### config.mk
export PLATFORM = sky130hd
export DESIGN_NAME = tcw_ctrl
export DESIGN_NICKNAME = d
export VERILOG_FILES = /design/src/rtl/core/tcw_pkg.sv /design/src/rtl/core/tcw_ctrl.sv
export SDC_FILE = /design/constraint.sdc
export NUM_CORES = 1
export LEC_CHECK = 0
export BUFFER_PORTS_ARGS = -buffer_cell sky130_fd_sc_hd__clkbuf_2
export CAP_MARGIN = 20
export CORE_AREA = 2 2 39 41
export CTS_CLUSTER_SIZE = 40
export DETAILED_ROUTE_END_ITERATION = 10
export DIE_AREA = 0 0 41 43
export PLACE_DENSITY = 0.83
export SKIP_CTS_REPAIR_TIMING = 1
export SYNTH_ARGS = -nofsm -noshare
export SYNTH_HDL_FRONTEND = slang
export SYNTH_SLANG_ARGS = --single-unit
### constraint.sdc
create_clock -name clk -period 3.8 [get_ports clk]
set_clock_uncertainty 0.2 [all_clocks]
set_input_delay 0.76 -clock clk [delete_from_list [all_inputs] [get_ports clk]]
set_output_delay 0.76 -clock clk [all_outputs]
set_load 0.02 [all_outputs]
### src/rtl/core/tcw_pkg.sv
`default_nettype none

package tcw_pkg;

  // Item opcodes.
  localparam logic [1:0] OP_PUT   = 2'd0;
  localparam logic [1:0] OP_CLEAR = 2'd1;
  localparam logic [1:0] OP_READ  = 2'd2;

  // Characters with a meaning of their own.
  localparam logic [7:0] CHAR_NEWLINE = 8'h0A;
  localparam logic [7:0] CHAR_RETURN  = 8'h0D;
  localparam logic [7:0] CHAR_BLANK   = 8'h20;

  // Configuration port and register indexes.
  localparam int CFG_INDEX_W = 1;
  localparam int CFG_DATA_W  = 4;
  localparam logic [CFG_INDEX_W-1:0] REG_FOREGROUND = 1'd0;
  localparam logic [CFG_INDEX_W-1:0] REG_BACKGROUND = 1'd1;

  localparam logic [3:0] RESET_FOREGROUND = 4'd7;
  localparam logic [3:0] RESET_BACKGROUND = 4'd0;

  // A cell keeps the character in its low byte and the attribute in its high byte.
  localparam int CELL_W = 16;
  localparam logic [CELL_W-1:0] RESET_CELL = {RESET_BACKGROUND, RESET_FOREGROUND, CHAR_BLANK};

  typedef enum logic [3:0] {
    ST_INIT,
    ST_IDLE,
    ST_DISPATCH,
    ST_COPY,
    ST_FILL,
    ST_PUT,
    ST_CLEAR,
    ST_READ,
    ST_READ_CAP,
    ST_DONE
  } state_t;

  typedef enum logic [2:0] {
    WR_NONE,
    WR_RESET,
    WR_BLANK,
    WR_COPY,
    WR_CHAR
  } wsel_t;

  typedef enum logic [1:0] {
    RD_NONE,
    RD_COPY,
    RD_CELL
  } rsel_t;

  typedef enum logic [1:0] {
    CNT_HOLD,
    CNT_INC,
    CNT_CLEAR
  } cnt_op_t;

  typedef enum logic [1:0] {
    CUR_HOLD,
    CUR_ZERO,
    CUR_INC
  } cur_op_t;

  typedef struct packed {
    logic    latch;
    wsel_t   wsel;
    rsel_t   rsel;
    cnt_op_t cnt_op;
    cur_op_t cur_op;
    logic    capture;
    logic    load_out;
  } tcw_cmd_t;

  typedef struct packed {
    logic [1:0] opcode;
    logic       is_newline;
    logic       is_return;
    logic       cursor_full;
    logic       read_in_range;
    logic       copy_first;
    logic       copy_last;
    logic       sweep_last;
  } tcw_status_t;

endpackage

`default_nettype wire

### src/rtl/core/tcw_ctrl.sv
`default_nettype none

module tcw_ctrl (
  input  wire logic                 clk,
  input  wire logic                 rst,
  input  wire logic                 item_valid,
  output logic                      item_ready,
  output logic                      out_valid,
  input  wire logic                 out_ready,
  input  wire tcw_pkg::tcw_status_t status,
  output tcw_pkg::tcw_cmd_t         cmd
);

  import tcw_pkg::*;

  state_t state;
  state_t state_next;
  logic   out_free;

  assign out_free = !out_valid || out_ready;

  always_ff @(posedge clk) begin
    if (rst) begin
      state     <= ST_INIT;
      out_valid <= 1'b0;
    end else begin
      state <= state_next;
      if (cmd.load_out) begin
        out_valid <= 1'b1;
      end else if (out_ready) begin
        out_valid <= 1'b0;
      end
    end
  end

  always_comb begin
    state_next = state;
    case (state)
      ST_INIT: begin
        if (status.sweep_last) state_next = ST_IDLE;
      end
      ST_IDLE: begin
        if (item_valid) state_next = ST_DISPATCH;
      end
      ST_DISPATCH: begin
        case (status.opcode)
          OP_PUT: begin
            if (status.cursor_full || status.is_newline) begin
              state_next = ST_COPY;
            end else if (status.is_return) begin
              state_next = ST_DONE;
            end else begin
              state_next = ST_PUT;
            end
          end
          OP_CLEAR: state_next = ST_CLEAR;
          OP_READ:  state_next = status.read_in_range ? ST_READ : ST_DONE;
          default:  state_next = ST_DONE;
        endcase
      end
      ST_COPY: begin
        if (status.copy_last) state_next = ST_FILL;
      end
      ST_FILL: begin
        if (status.sweep_last) begin
          state_next = (status.is_newline || status.is_return) ? ST_DONE : ST_PUT;
        end
      end
      ST_PUT:      state_next = ST_DONE;
      ST_CLEAR: begin
        if (status.sweep_last) state_next = ST_DONE;
      end
      ST_READ:     state_next = ST_READ_CAP;
      ST_READ_CAP: state_next = ST_DONE;
      ST_DONE: begin
        if (out_free) state_next = ST_IDLE;
      end
      default:     state_next = ST_INIT;
    endcase
  end

  always_comb begin
    cmd        = '0;
    cmd.wsel   = WR_NONE;
    cmd.rsel   = RD_NONE;
    cmd.cnt_op = CNT_HOLD;
    cmd.cur_op = CUR_HOLD;
    item_ready = 1'b0;
    case (state)
      ST_INIT: begin
        cmd.wsel   = WR_RESET;
        cmd.cnt_op = status.sweep_last ? CNT_CLEAR : CNT_INC;
      end
      ST_IDLE: begin
        item_ready = 1'b1;
        if (item_valid) begin
          cmd.latch  = 1'b1;
          cmd.cnt_op = CNT_CLEAR;
        end
      end
      ST_DISPATCH: begin
        if (status.opcode == OP_PUT && !status.cursor_full && !status.is_newline &&
            status.is_return) begin
          cmd.cur_op = CUR_ZERO;
        end
      end
      ST_COPY: begin
        cmd.rsel   = status.copy_last ? RD_NONE : RD_COPY;
        cmd.wsel   = status.copy_first ? WR_NONE : WR_COPY;
        cmd.cnt_op = status.copy_last ? CNT_HOLD : CNT_INC;
      end
      ST_FILL: begin
        cmd.wsel = WR_BLANK;
        if (status.sweep_last) begin
          cmd.cnt_op = CNT_CLEAR;
          cmd.cur_op = CUR_ZERO;
        end else begin
          cmd.cnt_op = CNT_INC;
        end
      end
      ST_PUT: begin
        cmd.wsel   = WR_CHAR;
        cmd.cur_op = CUR_INC;
      end
      ST_CLEAR: begin
        cmd.wsel   = WR_BLANK;
        cmd.cnt_op = status.sweep_last ? CNT_CLEAR : CNT_INC;
      end
      ST_READ: begin
        cmd.rsel = RD_CELL;
      end
      ST_READ_CAP: begin
        cmd.capture = 1'b1;
      end
      ST_DONE: begin
        cmd.load_out = out_free;
      end
      default: begin
        cmd.wsel = WR_NONE;
      end
    endcase
  end

endmodule

`default_nettype wire

# Word-level counts from Yosys, hierarchy flattened

Index checks and enable logic that the tools add are counted.

$add $sub $neg: 0
Multiply operators: 0
Divide/modulo/power cells: 0
Order comparisons: 0
Eq/ne operators: 17
Shift operators: 0
Muxes and demuxes: 29
Bitwise logic cells: 0
Reductions and logical operators: 16

Operator list:

| cell               | number |
|---|---|
| $mux 4             | 10 |
| $pmux 4 s9         | 1 |
| $eq 4x3->1 const B | 4 |
| $ne 2x2->1 const B | 6 |
| $pmux 2 s3         | 2 |
| $pmux 3 s4         | 1 |
| $pmux 4 s3         | 1 |
| $mux 1             | 10 |
| $eq 4x2->1 const B | 2 |
| $eq 4x4->1 const B | 2 |
| $mux 2             | 3 |
| $reduce_and 6->1   | 1 |
| $eq 4x1->1 const B | 1 |
| $logic_not 4->1    | 1 |
| $pmux 2 s2         | 1 |
| $reduce_or 2->1    | 2 |
| $logic_and 1x1->1  | 3 |
| $logic_not 1->1    | 3 |
| $logic_or 1x1->1   | 3 |
| $reduce_or 3->1    | 1 |
| $eq 2x1->1 const B | 1 |
| $eq 2x2->1 const B | 1 |
| $logic_not 2->1    | 1 |
| $reduce_bool 2->1  | 1 |

Flip-flop bits (word level): 5
Bits in latches: 0
RAM bits: 0
Bits in read-only memories: 0
Logic and storage cells: 64
Memories: 0

# Longest topological paths before layout

Depth after elaboration: 6
Mapped depth: 7
Mapped depth without buffers: 5

# Least setup slack after synthesis

OpenSTA, ideal clock, no wires.

Path kind: input to output
Start: input port status[6] (netlist name)
End: output port cmd[2] (netlist name)
Data arrival time: 1663 ps
Required time: 2840 ps
Slack: 1177 ps
Stages on the path: 3
Path buffers: 0
Cell sequence: nor4_2 > a31oi_1 > nor3_1

RTL lines:

| item               | RTL line       | source |
|---|---|---|
| start: declaration | tcw_ctrl.sv:10 | `input wire tcw_pkg::tcw_status_t status,` |
| end: declaration   | tcw_ctrl.sv:11 | `output tcw_pkg::tcw_cmd_t cmd` |

==> results by group <==
Setup path
  • Critical Path Max Stage Delay: 400 ps
  • Critical path type: input pin to output port
  • Req. time, crit path: 2840 ps
  • Worst Path Arrival: 1770 ps
  • R2R Setup Slk: 1790 ps
  • CP most frequent cell: clkbuf_2
  • Endpoint class of the critical path: output port
  • CP max stage cell: nor4_2
  • CP startpoint kind: input pin
  • Crit path cell chain: clkbuf_2 -> nor4_2 -> a31oi_1 -> nor3_1 -> clkbuf_2
  • CP Max Fanout: 4

Timing
  • Worst slew pin tran: 568.9 ps
  • Slew Viols, Final: 0
  • Post-Route Setup TNS: 0 ps
  • RSZ-0062 raised after global routing: false
  • Fin crit period: 2733 ps
  • Final Hold Viols: 0
  • Relative slew slack: 0.6202
  • F_max: 0.3659 GHz
  • # setup viols final: 0
  • Fin crit share: 0.7193

Global route
  • GRT overflow: 0
  • Pin count of the biggest net entering global routing: 19
  • Initial antenna violation count: 0
  • Total track usage: 0.1797
  • Vias in the first global route: 519
  • First-pass GRT wire length: 2277 um

Yosys
  • Post-synthesis sequential area ratio: 0.1660
  • Cells after synthesis: approximately 80
  • Yosys top cell by area: dfxtp_1
  • Synth async-reset ratio: 0
  • Multiplexer share of the synthesized area: 0.1037
  • Post-synth EDFFs: 0
  • Post-Synth Simple-Gate Area: 0.4232
  • XOR/XNOR Fraction of Synth Area: 0
  • Area contributors post-synth: dfxtp_1, nor2_1, mux2i_1, nor2b_1, o221ai_4
  • Mean Syn Cell Area: 7.355 um2
  • Commonest cells in the netlist: nor2_1, a21oi_1, dfxtp_1, nand2_1, nor2b_1
  • Synth Area in Compound Gates: 0.2075
  • Yosys reg bits: 5
  • Mapped cell area: 603.1 um2
  • Post-Syn Nets: 95
  • Syn. warnings: 0
  • Share of the synthesized area in the top cell type: 0.1660
  • Most frequent cell after synthesis: nor2_1
  • Post-synthesis adder-cell area fraction: 0
  • Synth cell types: 33
  • Synth Flop Type: dfxtp_1
  • Main combinational cell family by area after synthesis: simple AND/OR/NAND/NOR gates

Drt
  • DR iter-0 viols: 12
  • Final ANT Viol Nets: 0
  • DR WL/cell: around 12 um
  • Router iterations before antenna repair: 4
  • Via count: 655
  • DRC viols: 0
  • DRT Wirelength: 1452 um
  • Via density: around 5.4

Floorplan
  • Core Region: around 0.0014 mm2
  • # IOs: 27
  • Starting density of the core: 0.4358
  • Row cnt: 14
  • Die area: 0.001763 mm2
  • Die width: 41 um
  • Chip height: 43 um

Final layout
  • Fin nets: 119
  • Ant diodes: 0
  • Fillers: 142
  • Area added between synthesis and finish: 20.54%
  • Layout cells sized above 1: 0.3238

Power and ir drop
  • Internal power: roughly 0.23 mW
  • Sequential Power Share: 0.250
  • Comb power frac: 0.623
  • Sw Pwr: ~0.24 mW
  • Peak supply drop: 362.1 uV
  • Switching Share: 0.5037
  • Leak pwr: 0.3384 nW
  • Overall power: 0.4679 mW
  • Clock Power Share: 0.127
  • Power Density: 643.6 mW/mm2

CTS
  • Clk slew on worst S/H paths: 40 ps
  • CTS H-tree lvls: 1
  • CTS tree: yes
  • Clock Latency Late Sink: about 230 ps
  • Total clock sinks: 5
  • Clock Tree Root: clkbuf_4
  • Clock buffer count from CTS: 3
  • CTS Buffer Depth: 2

Placed design
  • Port-buffer cells: 26
  • GP Congestion: 0.8694
  • Final HPWL DP: 1065 um

Outcome
  • Run status: complete, no violations

Run
  • Maximum capacitance violations: 0

Min path
  • Type of the worst min-delay path: flip-flop to flip-flop
path summary, 6_finish.rpt:
| check | end | startpoint | cells after the start |
|---|---|---|---|
| worst max-delay path | cmd[2] | status[6] | 5 |
| worst min-delay path | out_valid | out_valid | 3 |
| worst max register to register | state[3] | state[1] | 5 |
| worst min register to register | out_valid | out_valid | 3 |
power groups by stage:
| stage | combinational [mW] | sequential [mW] | clock [mW] |
|---|---|---|---|
| 6_report | 0.292 | 0.117 | 0.0592 |
| 5_1_grt | 0.317 | 0.124 | 0.0661 |
| 4_1_cts | 0.292 | 0.115 | 0.0622 |
| 3_5_place_dp | 0.292 | 0.116 | 0 |
| 3_3_place_gp | 0.287 | 0.114 | 0 |
| 2_1_floorplan | 0.284 | 0.0703 | 0 |
metal layers:
| metal | wire (um) | share of wire | GRT usage |
|---|---|---|---|
| met2 | 655 | 0.45 | 0.2594 |
| met4 | 0 | 0 | 0.04000 |
| met3 | 108 | 0.074 | 0.03141 |
| met1 | 689 | 0.47 | 0.2701 |
| met5 | 0 | 0 | 0 |
critical path, delay by kind of cell:
family | cells | cell delay [ps]
simple gates | 2 | 550
buf+inv | 2 | 320
compound gates | 1 | 140
flip-flops by register name, summed over array words and instances (netlist names):
| name | cells |
|---|---|
| state | 4 |
| out_valid | 1 |
kinds of logic after synthesis:
family / count (synthesis)
buffers and inverters: 9
AO/OA/AOI/OAI: 16
flip-flops: 5
multiplexers: 5
AND/OR/NAND/NOR: 47
metrics by stage:
stage	utilization	worst slack (ps)	cell area, um2	hold slack, ps	instances
after CTS	0.5253	1092	726.9	497.3	121
after floorplan	-	1177	603.1	475.8	82
after global placement	0.5063	1144	700.7	482.6	117
final	0.5253	1067	726.9	488.7	121
after detailed placement	0.5063	1090	700.7	482.1	117
after global routing	0.5253	978.5	726.9	524.4	121
layout make-up:
cell class	count	area, um2	area share
tap	16	20.02	0.02754
sequential	5	100.1	0.1377
multi-input combinational	68	442.9	0.6093
inverter	2	7.507	0.01033
timing repair buffer	26	130.1	0.1790
clock buffer	4	26.28	0.03614
cells in the final DEF (no fill, tap or decap), drive strengths merged:
| cell type | n |
|---|---|
| a21oi | 5 |
| a22o | 1 |
| a311o | 1 |
| a31oi | 3 |
| and2 | 1 |
| and2b | 3 |
| and3 | 2 |
| clkbuf | 30 |
| dfxtp | 5 |
| inv | 2 |
| mux2i | 5 |
| nand2 | 6 |
| nand2b | 1 |
| nand3 | 1 |
| nand3b | 1 |
| nand4b | 1 |
| nor2 | 17 |
| nor2b | 5 |
| nor3 | 4 |
| nor3b | 1 |
| nor4 | 2 |
| nor4b | 2 |
| o211a | 1 |
| o21ai | 2 |
| o221ai | 1 |
| o31ai | 1 |
| o32ai | 1 |
Note: power is estimated with default switching activity, not from simulation.
